===== config.mk =====
export PLATFORM = sky130hd
export DESIGN_NAME = tach_capture_speed
export DESIGN_NICKNAME = d
export VERILOG_FILES = /design/src/hdl/tcs_pkg.sv /design/src/hdl/tach_capture_speed.sv /design/src/hdl/tcs_divider.sv
export SDC_FILE = /design/constraint.sdc
export NUM_CORES = 1
export LEC_CHECK = 0
export ABC_AREA = 1
export BUFFER_PORTS_ARGS = -buffer_cell sky130_fd_sc_hd__buf_4
export CAP_MARGIN = 20
export CORE_AREA = 2 2 192 194
export DETAILED_ROUTE_END_ITERATION = 8
export DIE_AREA = 0 0 194 196
export PLACE_DENSITY = 0.82
export SETUP_SLACK_MARGIN = 0.5
export SLEW_MARGIN = 20
export SYNTH_ARGS = -nofsm -noshare
export SYNTH_HDL_FRONTEND = slang
export SYNTH_HIERARCHICAL = 1
export SYNTH_SLANG_ARGS = --single-unit

===== constraint.sdc =====
create_clock -name i_clk -period 15.3 [get_ports i_clk]
set_input_delay 3.06 -clock i_clk [delete_from_list [all_inputs] [get_ports i_clk]]
set_output_delay 3.06 -clock i_clk [all_outputs]
set_load 0.1 [all_outputs]

===== src/hdl/tcs_pkg.sv =====
`timescale 1ns / 1ps
// ----------------------------------------------------------------------------
// tcs_pkg
// Shared widths, limits, register indexes and state codes for the tach
// capture speed block.
// ----------------------------------------------------------------------------
package tcs_pkg;

    // field and datapath widths
    localparam int TIMER_BITS   = 32;
    localparam int SPEED_BITS   = 24;
    localparam int CAPTURE_BITS = 32;
    localparam int SCALE_BITS   = 48;
    localparam int TOP_BITS     = 32;
    localparam int CNT_BITS     = $clog2(SCALE_BITS);

    // largest speed code, used when the quotient is clamped
    localparam logic [SPEED_BITS-1:0] SPEED_MAX = {SPEED_BITS{1'b1}};

    // configuration register indexes
    localparam logic CFG_TIMER_TOP   = 1'b0;
    localparam logic CFG_SPEED_SCALE = 1'b1;

    // sequencer states
    typedef enum logic [3:0] {
        S_IDLE = 4'b0001,
        S_DIFF = 4'b0010,
        S_DIV  = 4'b0100,
        S_DONE = 4'b1000
    } t_state;

endpackage


===== src/hdl/tach_capture_speed.sv =====
`timescale 1ns / 1ps
// ----------------------------------------------------------------------------
// tach_capture_speed
// Speed in 1/256 mph from the tick count between successive tach-edge
// captures: speed = speed_scale / ticks, clamped to the output range.
// ----------------------------------------------------------------------------
//
//  channel | direction | handshake                | payload
//  --------+-----------+--------------------------+-----------------------------
//  in      | input     | i_in_valid / o_in_stall  | i_capture_value
//  out     | output    | o_out_valid / i_out_stall| o_speed_q8, o_measured,
//          |           |                          | o_saturated
//  cfg     | input     | i_cfg_wr_en              | i_cfg_index, i_cfg_wr_data
//
//  A measured item forms the tick difference, runs the bit-serial divider
//  (one quotient bit per cycle), then is handed off. Unmeasured items go
//  straight to the done state, or via the difference state on a zero tick
//  difference. Reset is synchronous and active low; it clears state and
//  loads the register defaults. The input is stalled while an item is in
//  work; a stalled output holds the next result in the sequencer.
//
module tach_capture_speed (
    input  logic                                 i_clk,
    input  logic                                 i_rst_n,
    input  logic                                 i_in_valid,
    output logic                                 o_in_stall,
    input  logic [tcs_pkg::CAPTURE_BITS-1:0]     i_capture_value,
    output logic                                 o_out_valid,
    input  logic                                 i_out_stall,
    output logic [tcs_pkg::SPEED_BITS-1:0]       o_speed_q8,
    output logic                                 o_measured,
    output logic                                 o_saturated,
    input  logic                                 i_cfg_wr_en,
    input  logic                                 i_cfg_index,
    input  logic [tcs_pkg::SCALE_BITS-1:0]       i_cfg_wr_data
);

    tcs_pkg::t_state                     r_state;
    tcs_pkg::t_state                     n_state;

    logic [tcs_pkg::TIMER_BITS-1:0]      r_timer_top;
    logic [tcs_pkg::SCALE_BITS-1:0]      r_speed_scale;
    logic [tcs_pkg::TIMER_BITS-1:0]      r_prev;
    logic                                r_have_prev;
    logic [tcs_pkg::TIMER_BITS-1:0]      r_cap;

    logic [tcs_pkg::SPEED_BITS-1:0]      r_res_speed;
    logic                                r_res_meas;
    logic                                r_res_sat;

    logic                                r_out_valid;
    logic [tcs_pkg::SPEED_BITS-1:0]      r_out_speed;
    logic                                r_out_meas;
    logic                                r_out_sat;

    logic                                w_in_xfer;
    logic                                w_out_free;
    logic [tcs_pkg::TIMER_BITS-1:0]      w_diff;
    logic                                w_div_start;
    logic                                w_div_done;
    logic [tcs_pkg::SCALE_BITS-1:0]      w_quotient;
    logic                                w_sat;

    assign w_in_xfer  = i_in_valid && (r_state == tcs_pkg::S_IDLE);
    assign o_in_stall = (r_state != tcs_pkg::S_IDLE);
    assign w_out_free = !r_out_valid || !i_out_stall;

    // tick difference, wrapping through the timer top
    always_comb begin
        if (r_cap >= r_prev) begin
            w_diff = r_cap - r_prev;
        end else begin
            w_diff = r_timer_top - r_prev + r_cap + 1'b1;
        end
    end

    assign w_div_start = (r_state == tcs_pkg::S_DIFF) && (w_diff != '0);
    assign w_sat       = |w_quotient[tcs_pkg::SCALE_BITS-1:tcs_pkg::SPEED_BITS];

    tcs_divider u_divider (
        .i_clk      (i_clk),
        .i_rst_n    (i_rst_n),
        .i_start    (w_div_start),
        .i_dividend (r_speed_scale),
        .i_divisor  (w_diff),
        .o_done     (w_div_done),
        .o_quotient (w_quotient)
    );

    // configuration registers
    always_ff @(posedge i_clk) begin
        if (!i_rst_n) begin
            r_timer_top   <= '1;
            r_speed_scale <= '0;
        end else if (i_cfg_wr_en) begin
            unique case (i_cfg_index)
                tcs_pkg::CFG_TIMER_TOP:
                    r_timer_top <= i_cfg_wr_data[tcs_pkg::TIMER_BITS-1:0];
                tcs_pkg::CFG_SPEED_SCALE:
                    r_speed_scale <= i_cfg_wr_data;
                default: ;
            endcase
        end
    end

    // sequencer next state
    always_comb begin
        n_state = r_state;
        unique case (r_state)
            tcs_pkg::S_IDLE: begin
                if (w_in_xfer) begin
                    if (r_speed_scale == '0 || !r_have_prev) begin
                        n_state = tcs_pkg::S_DONE;
                    end else begin
                        n_state = tcs_pkg::S_DIFF;
                    end
                end
            end
            tcs_pkg::S_DIFF: begin
                n_state = (w_diff == '0) ? tcs_pkg::S_DONE : tcs_pkg::S_DIV;
            end
            tcs_pkg::S_DIV: begin
                if (w_div_done) begin
                    n_state = tcs_pkg::S_DONE;
                end
            end
            tcs_pkg::S_DONE: begin
                if (w_out_free) begin
                    n_state = tcs_pkg::S_IDLE;
                end
            end
            default: n_state = tcs_pkg::S_IDLE;
        endcase
    end

    // sequencer and capture history
    always_ff @(posedge i_clk) begin
        if (!i_rst_n) begin
            r_state     <= tcs_pkg::S_IDLE;
            r_prev      <= '0;
            r_have_prev <= 1'b0;
        end else begin
            r_state <= n_state;
            if (w_in_xfer && r_speed_scale != '0 && !r_have_prev) begin
                r_prev      <= i_capture_value[tcs_pkg::TIMER_BITS-1:0];
                r_have_prev <= 1'b1;
            end else if (r_state == tcs_pkg::S_DIFF) begin
                r_prev <= r_cap;
            end
        end
    end

    // pending result held by the sequencer
    always_ff @(posedge i_clk) begin
        if (w_in_xfer) begin
            r_cap       <= i_capture_value[tcs_pkg::TIMER_BITS-1:0];
            r_res_speed <= '0;
            r_res_meas  <= 1'b0;
            r_res_sat   <= 1'b0;
        end else if (r_state == tcs_pkg::S_DIV && w_div_done) begin
            r_res_speed <= w_sat ? tcs_pkg::SPEED_MAX
                                 : w_quotient[tcs_pkg::SPEED_BITS-1:0];
            r_res_meas  <= 1'b1;
            r_res_sat   <= w_sat;
        end
    end

    // output register, loaded when the previous result has been taken
    always_ff @(posedge i_clk) begin
        if (!i_rst_n) begin
            r_out_valid <= 1'b0;
        end else if (r_state == tcs_pkg::S_DONE && w_out_free) begin
            r_out_valid <= 1'b1;
        end else if (!i_out_stall) begin
            r_out_valid <= 1'b0;
        end
    end

    always_ff @(posedge i_clk) begin
        if (r_state == tcs_pkg::S_DONE && w_out_free) begin
            r_out_speed <= r_res_speed;
            r_out_meas  <= r_res_meas;
            r_out_sat   <= r_res_sat;
        end
    end

    assign o_out_valid = r_out_valid;
    assign o_speed_q8  = r_out_speed;
    assign o_measured  = r_out_meas;
    assign o_saturated = r_out_sat;

    // an unmeasured result carries no speed and no clamp flag
    a_unmeasured_zero: assert property (@(posedge i_clk) disable iff (!i_rst_n)
        (o_out_valid && !o_measured) |-> (o_speed_q8 == '0 && !o_saturated))
        else $error("unmeasured result with nonzero speed or clamp flag");

    // a clamped result sits at the top of the range
    a_sat_max: assert property (@(posedge i_clk) disable iff (!i_rst_n)
        (o_out_valid && o_saturated) |-> (o_speed_q8 == tcs_pkg::SPEED_MAX))
        else $error("clamped result below full scale");

    // the divider only finishes while the sequencer waits for it
    a_done_in_div: assert property (@(posedge i_clk) disable iff (!i_rst_n)
        w_div_done |-> (r_state == tcs_pkg::S_DIV))
        else $error("divider finished outside the divide state");

    // an input transfer closes the input until the item is finished
    a_stall_after_xfer: assert property (@(posedge i_clk) disable iff (!i_rst_n)
        (i_in_valid && !o_in_stall) |=> o_in_stall)
        else $error("input open right after a transfer");

endmodule


===== src/hdl/tcs_divider.sv =====
`timescale 1ns / 1ps
// ----------------------------------------------------------------------------
// tcs_divider
// Restoring bit-serial divider: one quotient bit per cycle, the dividend
// shifts out of the top of the quotient register as quotient bits shift in.
// ----------------------------------------------------------------------------
module tcs_divider (
    input  logic                                 i_clk,
    input  logic                                 i_rst_n,
    input  logic                                 i_start,
    input  logic [tcs_pkg::SCALE_BITS-1:0]       i_dividend,
    input  logic [tcs_pkg::TIMER_BITS-1:0]       i_divisor,
    output logic                                 o_done,
    output logic [tcs_pkg::SCALE_BITS-1:0]       o_quotient
);

    logic                               r_busy;
    logic                               r_done;
    logic [tcs_pkg::CNT_BITS-1:0]       r_count;
    logic [tcs_pkg::SCALE_BITS-1:0]     r_quo;
    logic [tcs_pkg::TIMER_BITS:0]       r_rem;
    logic [tcs_pkg::TIMER_BITS-1:0]     r_div;

    logic [tcs_pkg::TIMER_BITS:0]       n_trial;
    logic                               n_fits;

    // shift in the next dividend bit and try the subtract
    always_comb begin
        n_trial = {r_rem[tcs_pkg::TIMER_BITS-1:0], r_quo[tcs_pkg::SCALE_BITS-1]};
        n_fits  = (n_trial >= {1'b0, r_div});
    end

    // control: busy flag, bit counter, done pulse
    always_ff @(posedge i_clk) begin
        if (!i_rst_n) begin
            r_busy  <= 1'b0;
            r_done  <= 1'b0;
            r_count <= '0;
        end else begin
            r_done <= 1'b0;
            if (i_start) begin
                r_busy  <= 1'b1;
                r_count <= '0;
            end else if (r_busy) begin
                if (r_count == tcs_pkg::CNT_BITS'(tcs_pkg::SCALE_BITS - 1)) begin
                    r_busy <= 1'b0;
                    r_done <= 1'b1;
                end
                r_count <= r_count + 1'b1;
            end
        end
    end

    // datapath: remainder and quotient shift registers
    always_ff @(posedge i_clk) begin
        if (i_start) begin
            r_quo <= i_dividend;
            r_rem <= '0;
            r_div <= i_divisor;
        end else if (r_busy) begin
            r_quo <= {r_quo[tcs_pkg::SCALE_BITS-2:0], n_fits};
            r_rem <= n_fits ? (n_trial - {1'b0, r_div}) : n_trial;
        end
    end

    assign o_done     = r_done;
    assign o_quotient = r_quo;

endmodule

==> metrics.yaml, run 1 <==
status:
  status: "finished clean"
global_routing:
  grt_pass1_vias: 19130
  grt_pass1_wl_mm: 100.5
  track_usage_pct: 33.44
  grt_antenna_before_repair: 1
  grt_max_degree: 85
  grt_overflow: 0
layout:
  fin_nets: 3455
  drive_above_1_share_pct: 7.838
  antenna_cells: 0
  area_growth_pct: 11.10
  final_core_util_pct: 65.95
synth:
  async_flop_share_pct: 0
  synth_area_leaders: "nand2_1, edfxtp_1, dfxtp_1"
  synth_edf_count: 138
  synth_top_area_share_pct: 19.63
  synth.avg_cell_area_um2: 6.802
  netlist_area_um2: 21420
  ys_seq_area_share_pct: 36.54
  syn_nets: 3366
  synth-main-ff-cell: "dfxtp_1"
  synth_top_area_cell: "nand2_1"
  syn_inst: 3149
  yosys_warnings: 6
  ys_types: 49
  ys_seq_elements: 322
timing:
  fmax_mhz: 178.4
  post-route-period-util_pct: 36.64
  worst_pin_slew_ps: 998.7
  rsz0062_at_grt: "false"
  hold_viol_final: 0
  tns_ps: 0
  skew_ps: 17.25
  slew_violations: 0
  post-route-min-period_ps: 5606
  slew_headroom_pct: 33.23
  finalSetupViolCount: 0
route:
  drt_wl_total_mm: 63.22
  viasPerCell: 5.335
  drt-initial-drc-count: 1753
  drcViolationCount: 0
  drt.antenna.violating_nets: 0
  vias: 19920
  dr.pass1.iters: 6
  wire_per_inst_um: 16.93
cts:
  clk_pin_slew_ps: 60
  clock-sinks: 322
  cts_resized: 0
  cts_tree: "yes"
  cts_max_level: 2
  cts_root_buf: "clkbuf_16"
  cts_inserted_buffers: 36
  clkLatencyLatePin_ps: 560
  post_cts_buffers: 0
  clockBufferDepth: 3
  holdBufCountCts: 0
place:
  gp_congestion: 0.9943
  hpwl_mm: 49.06
  port_buffers: 113
floorplanning:
  core_area_um2: 36080
  pin_count: 114
  die_width_um: 194
  num_rows: 70
  die_y_um: 196
  initial_core_util_pct: 59.36
  die-area_um2: 38020
power_and_ir_drop:
  p_per_area_nw_per_um2: 244.1
  vdd.ir_drop.worst_mv: 0.1500
  leakagePower_uw: 0.01224
worst_hold_path:
  hp-class: "reg2reg"
setup_path:
  cp_max_fo: 83
  start_kind: "register"
  worstPathRequired_ps: 15490
  end_kind: "register"
  rrSetupSlack_ps: 9690
  critPathArrivalTime_ps: 5790
  crit_type: "reg2reg"
run:
  drv_cap: 0
## stage by stage
stage | cells | power (uW) | instance area (um^2) | hold slack (ps) | setup slack, ps
floorplan | 3149 | 3905 | 21420 | 403.0 | 9331
global placement | 3667 | 4816 | 22600 | 409.0 | 9574
detailed placement | 3667 | 4876 | 22600 | 409.7 | 9517
CTS | 3733 | 5753 | 23780 | 422.1 | 9787
global route | 3734 | 6341 | 23800 | 435.8 | 9248
finish | 3734 | 5810 | 23800 | 426.1 | 9694
## worst max-delay path, stage by stage, from the launching register on
cell and delay [ps]:
dfxtp_1 310, inv_1 110, fa_1 600, inv_1 60
ha_1 400, nand2_1 100, nor2_1 200, inv_1 80
nor3_1 370, nand2_1 100, nand2_1 160, nand2_1 90
nand3_1 90, nand3_1 70, nand2_1 140, nor2_1 50
nand2_1 60, nor2_1 70, nand3_1 150, nand2_1 100
inv_2 50, buf_4 710, nor2_1 90, buf_4 240
inv_2 60, buf_4 630
## final cells by class
class	count	area [um^2]
Multi-Input combinational cell	2139	10950
Clock inverter	17	183.9
Tap cell	468	585.6
Sequential cell	322	7828
Fill cell	3261	12290
Timing Repair Buffer	126	953.4
Clock buffer	49	1001
Inverter	613	2301
## placed cells by master (no fill, tap or decap), types with 4 or more instances in the layout
cell type,instances
nand2_1,1120
inv_1,595
nor2_1,247
dfxtp_1,184
nand3_1,166
edfxtp_1,138
buf_4,125
ha_1,98
o21ai_0,83
a21oi_1,57
nor3_1,46
clkbuf_16,37
a31oi_1,34
xnor2_1,33
fa_1,33
o211ai_1,32
nand3b_1,29
nand4_1,24
nor4_1,21
nand2_2,17
inv_2,16
o21ai_1,16
nor2_2,14
and2_1,14
xor2_1,11
nor2_4,9
clkbuf_1,9
clkinv_1,7
nand3_2,5
a21oi_2,4
o21bai_1,4
clkinv_4,4
## layer usage
layer  wire length [um]  GRT usage [%]  vias to the layer above  part of all wire (%)
met5                  0              0                        -                     0
met4               2438          13.58                        0                   3.9
met3               4274          4.624                      101                   6.8
met2              29260          55.07                      670                    46
met1              27250          44.61                     9204                    43
li1                   -              -                     9945                     -
## where the power goes
part / switching [uW] / internal [uW]
Clock: 366 / 500
Combinational: 2510 / 1170
Sequential: 130 / 1130
Total: 3010 / 2800
## cell families after synthesis
| group | count (synthesis) | synth area share, % |
|---|---|---|
| compound gates | 238 | 6.373 |
| xor+xnor | 44 | 1.799 |
| flops | 322 | 36.54 |
| buf+inv | 688 | 12.49 |
| fa+ha+maj | 131 | 8.808 |
| simple gates | 1726 | 33.99 |
## synthesized netlist by cell type (all sizes together), types with 2 or more instances
cell       n
buf       26
a31oi     34
ha        98
nor2     271
and2      14
fa        33
nand3    172
a21o       2
o211ai    32
nand4     24
a21oi     61
xor2      11
clkinv     2
dfxtp    184
edfxtp   138
o21bai     4
a21boi     2
clkbuf    49
xnor2     33
nand2   1141
o21ai    101
and3       2
nor4      23
inv      611
nand3b    29
nor3      48
## registers in the layout, indices dropped and copies added, names as in the netlist, 4 cells and up
signal                cells
u_divider/r_count         6
u_divider/r_div          32
u_divider/o_quotient     48
o_speed_q8               24
r_prev                   32
r_speed_scale            48
r_state                   4
u_divider/r_rem          32
r_cap                    32
r_timer_top              32
r_res_speed              24
## final timing paths
check,from,to,cells after the start
worst max-delay path,r_timer_top[12]$_SDFFE_PN1P_,u_divider/o_quotient[16]$_DFFE_PP_,25
worst min-delay path,r_res_speed[16]$_SDFFE_PP0P_,o_speed_q8[16]$_DFFE_PP_,0
worst max register to register,r_timer_top[12]$_SDFFE_PN1P_,u_divider/o_quotient[16]$_DFFE_PP_,25
worst min register to register,r_res_speed[16]$_SDFFE_PP0P_,o_speed_q8[16]$_DFFE_PP_,0
Note: power is estimated with default switching activity, not from simulation.
==> run 2, diff against run 1 <==
- clock period: 15.3 -> 5.4 ns (I/O delays scaled with it)
==> run 2 against run 1 <==
  * Worst hold slack worse by 17 ps
  * Total power increased to 2.8 times the previous value
  * Sequential share of layout area barely moved
  * Critical path type unchanged
  * Critical endpoint is now u_divider/o_quotient[2]$_DFFE_PP_
  * Largest power group unchanged
==> metrics.yaml, run 2 (synthesized netlist as in run 1, its figures left out) <==
power_and_ir_drop:
  leakagePower_uw: 0.01224  # about the same
  p_total_uw: 16480  # was 5810 uW
  p_switching_uw: 8611  # was 3011 uW
  p_sw_share_pct: 52.24  # was 51.82%
  pwr-share-clk_pct: 14.7  # was 14.9%
  seqPwrFrac_pct: 21.7  # about the same
  vdd.ir_drop.worst_mv: 0.5509  # was 0.1500 mV
  p_int_uw: 7872  # was 2800 uW
  pwr-share-comb_pct: 63.6  # was 63.4%
  p_per_area_nw_per_um2: 692.1  # was 244.1 nW/um^2
route:
  drt.antenna.violating_nets: 0  # unchanged
  wire_per_inst_um: 17.23  # was 16.93 um
  dr.pass1.iters: 6  # unchanged
  vias: 19930  # was 19,920
  viasPerCell: 5.331  # was 5.335
  drt-initial-drc-count: 1694  # was 1,753
  drcViolationCount: 0  # unchanged
  drt_wl_total_mm: 64.41  # was 63.22 mm
timing:
  hold_viol_final: 0  # unchanged
  post-route-period-util_pct: 83.70  # was 36.64%
  skew_ps: 22.29  # was 17.25 ps
  slew_headroom_pct: 32.23  # was 33.23%
  worst_pin_slew_ps: 1014  # was 998.7 ps
  tns_ps: 0  # unchanged
  rsz0062_at_grt: "false"  # unchanged
  post-route-min-period_ps: 4520  # was 5606 ps
  finalSetupViolCount: 0  # unchanged
  fmax_mhz: 221.3  # was 178.4 MHz
  slew_violations: 0  # unchanged
floorplanning:
  initial_core_util_pct: 59.36  # unchanged
  num_rows: 70  # unchanged
  die-area_um2: 38020  # unchanged
  die_y_um: 196  # unchanged
  core_area_um2: 36080  # unchanged
  pin_count: 114  # unchanged
  die_width_um: 194  # unchanged
setup_path:
  cp_slowest_cell: "buf_4"  # unchanged
  crit_type: "reg2reg"  # unchanged
  critPathArrivalTime_ps: 4970  # was 5790 ps
  critPathMaxStageDelay_ps: 510  # was 710 ps
  cp_max_fo: 48  # was 83
  end_kind: "register"  # unchanged
  cp_common_cell: "nand2_1"  # unchanged
  crit_chain: "inv_1, fa_1, ha_1, inv_1, nand2_1, fa_1, nand3_1, nand3_1, nand3_1, nand3_1, nand2_1, nand2_1, nand2_1, nand3_1, nand2_1, nor2_1, nand2_1, nor2_1, nand3_1, nand2_1, inv_4, buf_4, nand2_1, nand2_1"
  cp_top_family: "simple AND/OR/NAND/NOR gates"  # was buffers and inverters
  worstPathRequired_ps: 5850  # was 15,490 ps
  start_kind: "register"  # unchanged
  cp_num_buf_inv: 4  # was 8
global_routing:
  track_usage_pct: 34.04  # was 33.44%
  grt-busiest-layer: "met2"  # unchanged
  grtUsageMet1_pct: 43.97  # was 44.61%
  grt_pass1_vias: 19430  # was 19,130
  grt_max_degree: 67  # was 85
  grtUsageMet2_pct: 55.52  # was 55.07%
  grt_overflow: 0  # unchanged
  grt_pass1_wl_mm: 101.9  # was 100.5 mm
  grt_antenna_before_repair: 0  # was 1
  grt_use_met3_pct: 5.587  # was 4.624%
layout:
  antenna_cells: 0  # unchanged
  fin_nets: 3458  # was 3,455
  drive_above_1_share_pct: 7.920  # was 7.838%
  most-common-layout-cells: "nand2_1, inv_1, nor2_1, dfxtp_1, nand3_1"  # unchanged
  layout_commonest_cell: "nand2_1"  # unchanged
  area_growth_pct: 11.17  # was 11.10%
  final_core_util_pct: 66.00  # was 65.95%
place:
  gp_congestion: 1.009  # was 0.9943
  hpwl_mm: 50.24  # was 49.06 mm
  port_buffers: 113  # unchanged
cts:
  holdBufCountCts: 0  # unchanged
  cts_max_level: 2  # unchanged
  cts_resized: 0  # unchanged
  clk_pin_slew_ps: 60  # about the same
  clockBufferDepth: 3  # unchanged
  post_cts_buffers: 0  # unchanged
  cts_tree: "yes"  # unchanged
  clkLatencyLatePin_ps: 580  # was 560 ps
  clock-sinks: 322  # unchanged
  cts_inserted_buffers: 37  # was 36
  cts_root_buf: "clkbuf_16"  # unchanged
status:
  status: "finished clean"  # unchanged
run:
  drv_cap: 0  # unchanged
worst_hold_path:
  hp-class: "reg2reg"  # unchanged
## run 2: area by class of cell
| cell class | count | area, um^2 |
|---|---|---|
| Clock buffer | 56 | 1047 |
| Clock inverter | 12 | 122.6 |
| Fill cell | 3211 | 12270 |
| Inverter | 613 | 2303 |
| Multi-Input combinational cell | 2139 | 10950 |
| Sequential cell | 322 | 7828 |
| Tap cell | 468 | 585.6 |
| Timing Repair Buffer | 128 | 980.9 |
## run 2: path summary, 6_finish.rpt
path | startpoint | end | slack, ps | cells after the start
max | r_cap[0]$_DFFE_PP_ | u_divider/o_quotient[2]$_DFFE_PP_ | 880 | 24
min | r_res_speed[16]$_SDFFE_PP0P_ | o_speed_q8[16]$_DFFE_PP_ | 410 | 0
max reg2reg | r_cap[0]$_DFFE_PP_ | u_divider/o_quotient[2]$_DFFE_PP_ | 880 | 24
min reg2reg | r_res_speed[16]$_SDFFE_PP0P_ | o_speed_q8[16]$_DFFE_PP_ | 410 | 0
## run 2: per-stage QoR
step	area [um^2]	hold slack, ps	std cells	setup WS, ps
4_1_cts	23800	412.9	3737	656.3
6_report	23810	409.4	3738	880.4
3_5_place_dp	22630	411.0	3669	709.5
5_1_grt	23810	425.4	3738	528.9
2_1_floorplan	21420	403.0	3149	751.0
3_3_place_gp	22630	408.0	3669	743.0
## run 2: metal layers
layer	wire [um]	vias to the layer above
met5	0	-
met3	4794	156
li1	-	9934
met1	26840	9105
met4	3545	0
met2	29230	732
## run 2: power by group through the flow
stage	Sequential, uW	Combinational, uW	Clock (uW)
finish	3580	10500	2430
global route	3620	11800	2550
CTS	3560	10300	2460
detailed placement	3610	10300	0
global placement	3590	10200	0
floorplan	3670	7400	0
